[config.mk]
export PLATFORM = sky130hd
export DESIGN_NAME = rotary_encoder_key_command_top_flat
export DESIGN_NICKNAME = d
export VERILOG_FILES = /design/src/rtl/reck_pkg.sv /design/src/rtl/reck_if.sv /design/src/rtl/reck_in_stage.sv /design/src/rtl/reck_core.sv /design/src/rtl/rotary_encoder_key_command_top.sv /design/src/flat_wrapper.sv
export SDC_FILE = /design/constraint.sdc
export NUM_CORES = 1
export LEC_CHECK = 0
export BUFFER_PORTS_ARGS = -buffer_cell sky130_fd_sc_hd__buf_2
export CORE_MARGIN = 2
export CORE_UTILIZATION = 58
export DETAILED_ROUTE_END_ITERATION = 12
export PLACE_DENSITY = 0.89
export SLEW_MARGIN = 30
export SYNTH_ARGS = -nofsm -noshare
export SYNTH_HDL_FRONTEND = slang
export SYNTH_SLANG_ARGS = --single-unit
[constraint.sdc]
create_clock -name i_clk -period 3.2 [get_ports i_clk]
set_clock_uncertainty 0.15 [all_clocks]
set_input_delay 0.16 -clock i_clk [delete_from_list [all_inputs] [get_ports i_clk]]
set_output_delay 0.16 -clock i_clk [all_outputs]
set_load 0.01 [all_outputs]
[src/rtl/reck_pkg.sv]
// Package: shared types and codes for the rotary encoder key command block
`timescale 1ns / 1ps

package reck_pkg;

    // Event kinds carried by an input item
    typedef enum logic [1:0] {
        KIND_PHASE = 2'd0,
        KIND_KEY   = 2'd1,
        KIND_POLL  = 2'd2
    } t_kind;

    // Key press tracking
    typedef enum logic [1:0] {
        PRESS_RELEASED = 2'd0,
        PRESS_HELD     = 2'd1,
        PRESS_TURNED   = 2'd2
    } t_press;

    // Command codes
    localparam logic [2:0] CMD_NONE      = 3'd0;
    localparam logic [2:0] CMD_CLICK     = 3'd1;
    localparam logic [2:0] CMD_DOWN      = 3'd2;
    localparam logic [2:0] CMD_UP        = 3'd3;
    localparam logic [2:0] CMD_DOWN_HELD = 3'd4;
    localparam logic [2:0] CMD_UP_HELD   = 3'd5;

    // Phase codes, {phase_a, phase_b}
    localparam logic [1:0] PH_IDLE = 2'b00;
    localparam logic [1:0] PH_B    = 2'b01;
    localparam logic [1:0] PH_A    = 2'b10;
    localparam logic [1:0] PH_BOTH = 2'b11;

    // One registered input item
    typedef struct packed {
        logic [1:0] kind;
        logic       phase_a;
        logic       phase_b;
        logic       key_level;
    } t_item;

endpackage

[src/rtl/reck_if.sv]
// Interfaces: input event channel and command result channel
`timescale 1ns / 1ps

interface reck_in_if;
    logic       valid;
    logic       ready;
    logic [1:0] kind;
    logic       phase_a;
    logic       phase_b;
    logic       key_level;

    modport source (output valid, output kind, output phase_a, output phase_b,
                    output key_level, input ready);
    modport sink   (input valid, input kind, input phase_a, input phase_b,
                    input key_level, output ready);
endinterface

interface reck_out_if;
    logic       valid;
    logic       ready;
    logic [2:0] command;

    modport source (output valid, output command, input ready);
    modport sink   (input valid, input command, output ready);
endinterface

[src/rtl/reck_in_stage.sv]
// Input register: captures one event item and holds it until it advances
`timescale 1ns / 1ps

module reck_in_stage (
    input  logic            i_clk,
    input  logic            i_rst_n,
    reck_in_if.sink         i_item,
    input  logic            i_advance,
    output logic            o_valid,
    output reck_pkg::t_item o_item
);
    import reck_pkg::*;

    logic  r_valid;
    t_item r_item;
    logic  w_take;

    // Take a new item when empty or when the held one moves on
    assign i_item.ready = !r_valid || i_advance;
    assign w_take       = i_item.valid && i_item.ready;

    // Valid flag
    always_ff @(posedge i_clk) begin
        if (!i_rst_n) begin
            r_valid <= 1'b0;
        end else if (i_item.ready) begin
            r_valid <= i_item.valid;
        end
    end

    // Payload
    always_ff @(posedge i_clk) begin
        if (w_take) begin
            r_item.kind      <= i_item.kind;
            r_item.phase_a   <= i_item.phase_a;
            r_item.phase_b   <= i_item.phase_b;
            r_item.key_level <= i_item.key_level;
        end
    end

    assign o_valid = r_valid;
    assign o_item  = r_item;
endmodule

[src/rtl/reck_core.sv]
// Core: step counter, press tracking and command resolution for one item
`timescale 1ns / 1ps

module reck_core #(
    parameter int STEPS_PER_COMMAND = 4,
    parameter int COUNT_LIMIT       = 127
) (
    input  logic            i_clk,
    input  logic            i_rst_n,
    input  logic            i_fire,
    input  reck_pkg::t_item i_item,
    output logic            o_res_valid,
    output logic [2:0]      o_command
);
    import reck_pkg::*;

    localparam int CNT_W = $clog2(COUNT_LIMIT + 1) + 1;
    localparam logic signed [CNT_W-1:0] LIMIT = CNT_W'(COUNT_LIMIT);
    localparam logic signed [CNT_W-1:0] STEP  = CNT_W'(STEPS_PER_COMMAND);

    logic signed [CNT_W-1:0] r_count, n_count;
    logic [1:0]              r_last, n_last;
    logic                    r_rearm, n_rearm;
    t_press                  r_press, n_press;
    logic [2:0]              r_pending, n_pending;

    logic [1:0]              w_code;
    logic                    w_turned;
    t_press                  w_press_res;
    logic [2:0]              w_resolved;

    assign w_code = {i_item.phase_a, i_item.phase_b};

    // Resolve the count: quotient nonzero means at least one full detent
    always_comb begin
        w_turned    = (r_count >= STEP) || (r_count <= -STEP);
        w_press_res = r_press;
        w_resolved  = CMD_NONE;
        if (w_turned) begin
            if (r_press != PRESS_RELEASED) begin
                w_resolved  = r_count[CNT_W-1] ? CMD_DOWN_HELD : CMD_UP_HELD;
                w_press_res = PRESS_TURNED;
            end else begin
                w_resolved = r_count[CNT_W-1] ? CMD_DOWN : CMD_UP;
            end
        end
    end

    // Next state and result
    always_comb begin
        n_count     = r_count;
        n_last      = r_last;
        n_rearm     = r_rearm;
        n_press     = r_press;
        n_pending   = r_pending;
        o_res_valid = 1'b0;
        o_command   = CMD_NONE;
        if (i_fire) begin
            case (i_item.kind)
                KIND_PHASE: begin
                    // count a step on reaching 11 after passing 00
                    if (r_rearm && w_code == PH_BOTH) begin
                        if (r_last == PH_A && r_count < LIMIT) begin
                            n_count = r_count + CNT_W'(1);
                            n_rearm = 1'b0;
                        end else if (r_last == PH_B && r_count > -LIMIT) begin
                            n_count = r_count - CNT_W'(1);
                            n_rearm = 1'b0;
                        end
                    end
                    if (w_code == PH_IDLE) begin
                        n_rearm = 1'b1;
                    end
                    n_last = w_code;
                end
                KIND_KEY: begin
                    n_count = '0;
                    if (w_resolved == CMD_NONE && w_press_res == PRESS_HELD) begin
                        n_pending = CMD_CLICK;
                    end else begin
                        n_pending = w_resolved;
                    end
                    n_press = i_item.key_level ? PRESS_RELEASED : PRESS_HELD;
                end
                KIND_POLL: begin
                    n_count     = '0;
                    n_press     = w_press_res;
                    n_pending   = CMD_NONE;
                    o_res_valid = 1'b1;
                    o_command   = (w_resolved != CMD_NONE) ? w_resolved : r_pending;
                end
                default: begin
                    // unused kind: drop
                end
            endcase
        end
    end

    // State registers
    always_ff @(posedge i_clk) begin
        if (!i_rst_n) begin
            r_count   <= '0;
            r_last    <= PH_IDLE;
            r_rearm   <= 1'b0;
            r_press   <= PRESS_RELEASED;
            r_pending <= CMD_NONE;
        end else begin
            r_count   <= n_count;
            r_last    <= n_last;
            r_rearm   <= n_rearm;
            r_press   <= n_press;
            r_pending <= n_pending;
        end
    end
endmodule

[src/rtl/rotary_encoder_key_command_top.sv]
// Top level: rotary encoder and key to command converter
//
//  channel    modport  direction  payload
//  i_item     sink     in         kind[1:0], phase_a, phase_b, key_level
//  o_result   source   out        command[2:0]
//
// One item per cycle unless a poll waits on a stalled result. An item is held in
// the input register and applied to the encoder state as it leaves; a poll lands
// in the result register at that same edge, where its command is then valid.
// Reset clears the counter, phase history, press mode and pending command.
// A stalled result holds a poll in the input register and the input with it;
// other kinds never wait on the result.
`timescale 1ns / 1ps

module rotary_encoder_key_command_top #(
    parameter int STEPS_PER_COMMAND = 4,
    parameter int COUNT_LIMIT       = 127
) (
    input  logic        i_clk,
    input  logic        i_rst_n,
    reck_in_if.sink     i_item,
    reck_out_if.source  o_result
);
    import reck_pkg::*;

    logic       w_stage_valid;
    t_item      w_stage_item;
    logic       w_out_free;
    logic       w_advance;
    logic       w_res_valid;
    logic [2:0] w_res_cmd;
    logic       r_out_valid;
    logic [2:0] r_out_cmd;

    // Input register
    reck_in_stage u_in_stage (
        .i_clk     (i_clk),
        .i_rst_n   (i_rst_n),
        .i_item    (i_item),
        .i_advance (w_advance),
        .o_valid   (w_stage_valid),
        .o_item    (w_stage_item)
    );

    // Advance unless a poll finds the result register blocked
    assign w_out_free = !r_out_valid || o_result.ready;
    assign w_advance  = w_stage_valid && (w_stage_item.kind != KIND_POLL || w_out_free);

    reck_core #(
        .STEPS_PER_COMMAND (STEPS_PER_COMMAND),
        .COUNT_LIMIT       (COUNT_LIMIT)
    ) u_core (
        .i_clk       (i_clk),
        .i_rst_n     (i_rst_n),
        .i_fire      (w_advance),
        .i_item      (w_stage_item),
        .o_res_valid (w_res_valid),
        .o_command   (w_res_cmd)
    );

    // Result register
    always_ff @(posedge i_clk) begin
        if (!i_rst_n) begin
            r_out_valid <= 1'b0;
        end else if (w_out_free) begin
            r_out_valid <= w_res_valid;
        end
    end

    always_ff @(posedge i_clk) begin
        if (w_res_valid) begin
            r_out_cmd <= w_res_cmd;
        end
    end

    assign o_result.valid   = r_out_valid;
    assign o_result.command = r_out_cmd;

    // A result only appears after a poll left the input register
    a_result_from_poll: assert property (@(posedge i_clk) disable iff (!i_rst_n)
        (r_out_valid && !$past(r_out_valid)) |-> $past(w_res_valid))
        else $error("result without a poll");

    // Backpressure on the input means an item is held
    a_ready_low_held: assert property (@(posedge i_clk) disable iff (!i_rst_n)
        !i_item.ready |-> (w_stage_valid && !w_advance))
        else $error("input stalled while stage empty");

    // A poll never overwrites a result still waiting
    a_poll_blocked: assert property (@(posedge i_clk) disable iff (!i_rst_n)
        (r_out_valid && !o_result.ready) |-> !w_res_valid)
        else $error("poll overran pending result");

    // Result reads back within command range
    a_cmd_range: assert property (@(posedge i_clk) disable iff (!i_rst_n)
        r_out_valid |-> (r_out_cmd <= CMD_UP_HELD))
        else $error("command out of range");
endmodule

[src/flat_wrapper.sv]
// flat-port wrapper written by rule: the top's interface ports become plain ports
module rotary_encoder_key_command_top_flat import reck_pkg::*;
#(
    parameter int STEPS_PER_COMMAND = 4,
    parameter int COUNT_LIMIT       = 127
)
  (i_clk, i_rst_n, i_item_valid, i_item_kind, i_item_phase_a, i_item_phase_b, i_item_key_level, i_item_ready, o_result_valid, o_result_command, o_result_ready);
  reck_in_if i_item_i ();
  reck_out_if o_result_i ();
  input  logic i_clk;
  input  logic i_rst_n;
  input wire logic [$bits(i_item_i.valid)-1:0] i_item_valid;
  input wire logic [$bits(i_item_i.kind)-1:0] i_item_kind;
  input wire logic [$bits(i_item_i.phase_a)-1:0] i_item_phase_a;
  input wire logic [$bits(i_item_i.phase_b)-1:0] i_item_phase_b;
  input wire logic [$bits(i_item_i.key_level)-1:0] i_item_key_level;
  output wire logic [$bits(i_item_i.ready)-1:0] i_item_ready;
  output wire logic [$bits(o_result_i.valid)-1:0] o_result_valid;
  output wire logic [$bits(o_result_i.command)-1:0] o_result_command;
  input wire logic [$bits(o_result_i.ready)-1:0] o_result_ready;
  assign i_item_i.valid = i_item_valid;
  assign i_item_i.kind = i_item_kind;
  assign i_item_i.phase_a = i_item_phase_a;
  assign i_item_i.phase_b = i_item_phase_b;
  assign i_item_i.key_level = i_item_key_level;
  assign i_item_ready = i_item_i.ready;
  assign o_result_valid = o_result_i.valid;
  assign o_result_command = o_result_i.command;
  assign o_result_i.ready = o_result_ready;
  rotary_encoder_key_command_top #(.STEPS_PER_COMMAND(STEPS_PER_COMMAND), .COUNT_LIMIT(COUNT_LIMIT)) u_core (.i_clk(i_clk), .i_rst_n(i_rst_n), .i_item(i_item_i), .o_result(o_result_i));
endmodule
-- Word level (Yosys, flattened, before mapping)
Index checks and enable logic that the tools add are counted.
- bits in registers: 26
- output and inout bits: 5
- word-level logic and storage cells: 75
- memory bits (read-only): 0
- bits of input ports: 9
- bits in latches: 0
- memories kept: 0
- memory bits (writable): 0
- reduce and logical (&&, ||, !) cells: 27
- shift operators: 0
- multiplexer cells: 21
- divide/modulo/power cells: 0
- equality and inequality tests: 9
- multipliers: 0
- bitwise logic cells: 0
- add/subtract/negate cells: 2
- magnitude comparators: 4
- operator list (kind ; number):
    two-way mux 8 bit ; 3
    case mux 8 bit (2 select lines) ; 1
    two-way mux 3 bit ; 4
    two-way mux 1 bit ; 9
    adder 8 x 2 -> 8 bit (second input constant) ; 1
    >= comparator 8 x 4 -> 1 bit (second input constant) ; 1
    > comparator 8 bit (second input constant) ; 1
    less-or-equal comparator 8 x 3 -> 1 bit (second input constant) ; 1
    < comparator 8 bit (second input constant) ; 1
    AND reduction 4 bit ; 2
    nonzero test 2 bit ; 4
    subtractor 8 x 2 -> 8 bit (second input constant) ; 1
    equality test 2 x 1 -> 1 bit (second input constant) ; 3
    equality test 2 bit (second input constant) ; 3
    logical AND 1 bit ; 6
    case mux 3 bit (2 select lines) ; 1
    AND reduction 2 bit ; 3
    nonzero test 3 bit ; 2
    logical NOT 2 bit ; 2
    logical OR 1 bit ; 4
    two-way mux 2 bit ; 2
    != test 2 bit (second input constant) ; 2
    case mux 2 bit (2 select lines) ; 1
    logical NOT 3 bit ; 1
    3 further kinds ; 4

-- Longest topological paths before layout
- depth in word-level cells: 7
- depth in mapped cells: 10

-- By module
Synthesis repeated with hierarchy kept, for this count alone.
- cell total of the unflattened synthesis: 171
- area total of the unflattened synthesis: 1557.7 µm²
- modules (own cells, without submodules) (module ; area each (µm²) ; instances ; sequential area each (µm²) ; cells each):
    reck_core ; 1204.9 ; 1 ; 320.3 ; 152
    reck_in_stage ; 207.7 ; 1 ; 170.2 ; 10
    rotary_encoder_key_command_top ; 145.1 ; 1 ; 110.1 ; 9

-- Worst setup path after synthesis
OpenSTA, ideal clock, no wires.
- kind: register to register
- from: reg u_core.u_core.r_count[7]
- to: reg u_core.u_core.r_count[6]
- cell stages (with the launch flop): 10
- data arrival time: 2.204 ns
- clock period less this slack: 2.455 ns
- buffers on the path: 1
- path slack: 0.745 ns
- data required time: 2.949 ns
- cell sequence: dfxtp_1 > buf_4 > and3b_1 > a41o_1 > ha_1 > nor2b_1 > o31a_1 > o21a_1 > o21a_1 > o41ai_1
- longest elaborated chain between the ends: 5
- elaborated cells on any way between the ends: 9
- classes of those cells: order compare (2); eq/ne (1); mux (3); reduce/logical (3)
- RTL lines (what ; line ; source):
    start: declaration ; reck_core.sv:21 ; logic signed [CNT_W-1:0] r_count, n_count;
    start signal: assignment ; reck_core.sv:108 ; r_count <= n_count;
    < comparator 8 bit ; reck_core.sv:63 ; if (r_last == PH_A && r_count < LIMIT) begin
    logical AND 1 bit ; reck_core.sv:63 ;
    two-way mux 8 bit ; reck_core.sv:63 ;
    two-way mux 8 bit ; reck_core.sv:62 ; if (r_rearm && w_code == PH_BOTH) begin
    case mux 8 bit (2 select lines) ; reck_core.sv:59 ; case (i_item.kind)
Several ways; a longest one is shown, not always the timed one. The select of a mux whose other input is x is not followed.
A chain may end at the register's enable or synchronous reset.

-- Worst setup path after layout
Ends and elaborated chain as after synthesis.

==> impl_metrics.toml <==
[synthesis]
yosysSeqAreaShare_pct = 39.22
post-synth-top-area-cell = "dfxtp_1"
synth_area_leaders = "dfxtp_1 (24%), edfxtp_1 (16%), ha_1 (7.4%)"
yosysMostFrequentCell = "dfxtp_1"
yosys_warnings = 0
synth_nets = 183
ys_async_sr_fraction_pct = 0
avgSynthCellArea_um2 = 9.338
ys_types = 46
synth_edf_count = 8
synth_ff_type = "dfxtp_1"
synth_common_cells = "dfxtp_1 (18), a21oi_1 (17), nand3_1 (13)"
syn_area_um2 = 1531
synth_top_area_share_pct = 23.53
yosys_register_bits = 26
synth_cells = 164

[placed_design]
placed_cells = 202
dp.final_hpwl_um = 2256
gp_congestion = 0.9825
placed_area_um2 = 1603
port_buffers = 13

[critical_path]
crit_path_frequent_cell = "o21a_1"
crit_chain = "and3b_1 -> a41o_1 -> ha_1 -> nor2b_1 -> o31a_1 -> o21a_1 -> o21a_1 -> o41ai_1"
crit_family = "compound AO/OA/AOI/OAI gates"
cp_max_fo = 7
crit_path_end_kind = "flop"
crit_required_ns = 3.30
critPathBufInv = 0
critPathMaxStageDelay_ns = 0.49
cp-start-kind = "flop"
crit_arrival_ns = 2.79
critPathSlowestCell = "dfxtp_1"
crit_type = "reg2reg"

[timing]
finalSetupViolCount = 0
rsz0062_at_grt = "no"
maxSlewViolCount = 0
min_period_over_period_pct = 84.11
worst_hold_slack_ns = 0.3157
worst_slew_pin_slew_ns = 0.5281
max_freq_ghz = 0.3715
fin_crit_ns = 2.692
maxSlewHeadroom_pct = 64.76
hold_viol = 0
fin_setup_tns_ns = 0

[floorplan]
core_um2 = 2500
initial_core_util_pct = 61.26
io-pin-count = 14
dieArea_um2 = 3068
core.rowCount = 18
die_y_um = 55.39
dieWidth_um = 55.39

[clocking]
cts_max_path_buffers = 2
postCtsResizedCells = 0
clock_latency_ns = 0.34
cts_tree = "yes"
cts_sinks = 26
htree_levels = 1
path_clk_slew_ns = 0.15
clock-root-buffer = "clkbuf_4"
cts-buffers-inserted = 3

[drt]
wl_um = 3132
num_vias = 1322
ant_nets = 0
drc = 0
via_per_inst = 6.178
drtIter0Drc = 41
drt_first_pass_iters = 4
wl_per_cell_um = 14.64

[global_routing]
grt_overflow_total = 0
grt_antenna_before_repair = 0
track_usage_pct = 22.57
grt_pass1_wl_um = 5644
grt_max_degree = 16
grt_pass1_vias = 1308

[finish]
instances_no_fill = 214
finish.net_count = 204
drive_gt1_share_pct = 11.96
final_core_util_pct = 69.42
final_area_um2 = 1735
diodes = 0
area_growth_pct = 13.32
fillerInstances = 183

[outcome]
outcome = "completed"

[power_and_ir_drop]
leakage_nw = 0.6953
p_per_area_nw_per_um2 = 418.2
vdd_drop_max_v = 0.0003634

[worst_hold_path]
min_path_type = "reg2reg"

[job]
max-cap-violations = 0
-- placed cells by master, fill, tap and decap left out, types with 2 or more instances in the layout --
| master | count |
|---|---|
| buf_2 | 13 |
| inv_1 | 10 |
| a211o_1 | 5 |
| nand2_1 | 9 |
| nand3_1 | 13 |
| and2_1 | 2 |
| nand4_1 | 2 |
| mux2i_1 | 3 |
| o211a_1 | 2 |
| or3_1 | 3 |
| edfxtp_1 | 8 |
| o21a_1 | 3 |
| o211ai_1 | 3 |
| nand2b_1 | 3 |
| o41ai_1 | 2 |
| o21ai_0 | 7 |
| xnor2_1 | 2 |
| o2111ai_1 | 2 |
| clkbuf_4 | 3 |
| ha_1 | 9 |
| nor2_1 | 9 |
| dfxtp_1 | 18 |
| nor3_1 | 5 |
| dlygate4sd3_1 | 8 |
| a21oi_1 | 17 |
| and3b_1 | 2 |
| xor2_1 | 2 |
| a211oi_1 | 2 |
-- metal layers --
| layer | global-route usage [%] | share of wire [%] | up-vias | routed length [µm] |
|---|---|---|---|---|
| met4 | 8.362 | 0.67 | 0 | 21 |
| met1 | 27.72 | 44 | 625 | 1363 |
| met2 | 39.97 | 51 | 36 | 1604 |
| met3 | 3.044 | 4.5 | 2 | 142 |
| met5 | 0 | 0 | - | 0 |
| li1 | - | - | 659 | - |
-- where the power goes --
group	internal, mW	switching (mW)	total (mW)
logic	0.0569	0.0721	0.129
registers	0.352	0.0121	0.364
clock network	0.127	0.106	0.233
-- sequential cells by signal, summed over array words and instances, names as in the netlist --
| name | flops |
|---|---|
| u_core.u_core.r_rearm | 1 |
| u_core.u_in_stage.o_item | 5 |
| u_core.u_core.r_count | 8 |
| u_core.u_core.r_press | 2 |
| u_core.u_core.r_last | 2 |
| u_core.u_in_stage.o_valid | 1 |
| u_core.o_result.valid | 1 |
| u_core.u_core.r_pending | 3 |
| u_core.o_result.command | 3 |
-- worst min-delay path: cells and delay by family, from the launching register on --
family	cells	cell delay, ns
DFF	1	0.34
and+or+nand+nor	1	0.05
AOI/OAI and AO/OA	1	0.05
-- logic make-up after synthesis --
family / synth area share, %
and+or+nand+nor: 19.04
AOI/OAI and AO/OA: 24.02
DFF: 39.22
buffers and inverters: 4.820
adders and majority gates: 8.660
xor gates and xnor gates: 2.288
muxes: 1.961
-- final timing paths --
check	from	to	slack, ns	cells after the start
hold / removal	u_core.u_core.r_pending[2]	u_core.u_core.r_pending[2]	0.32	2
setup reg to reg	u_core.u_core.r_count[7]	u_core.u_core.r_count[6]	0.51	8
hold reg to reg	u_core.u_core.r_pending[2]	u_core.u_core.r_pending[2]	0.32	2
setup / recovery	u_core.u_core.r_count[7]	u_core.u_core.r_count[6]	0.51	8
-- layout make-up --
cell class	instances	area, µm²	share of cell area (%)
Clock buffer	3	22.52	1.298
Tap cell	30	37.54	2.163
Sequential cell	26	600.6	34.61
Clock inverter	1	30.03	1.730
Multi-Input combinational cell	122	857.1	49.39
Timing Repair Buffer	21	145.1	8.363
Inverter	11	42.54	2.451
-- stage by stage --
step	setup WS, ns	power, mW
floorplan	0.7455	0.4622
global placement	0.6728	0.4844
detailed placement	0.5543	0.4893
CTS	0.5273	0.7232
global route	0.3778	0.7555
finish	0.5085	0.7258
-- what timing repair did --
| action | CTS | global route |
|---|---|---|
| setup endpoints to repair | 0 | 0 |
| hold buffers | 8 | 0 |
| setup buffers | 0 | 0 |
| endpoints found under the hold margin | 10 | 0 |
(Power assumes the default switching activity.)
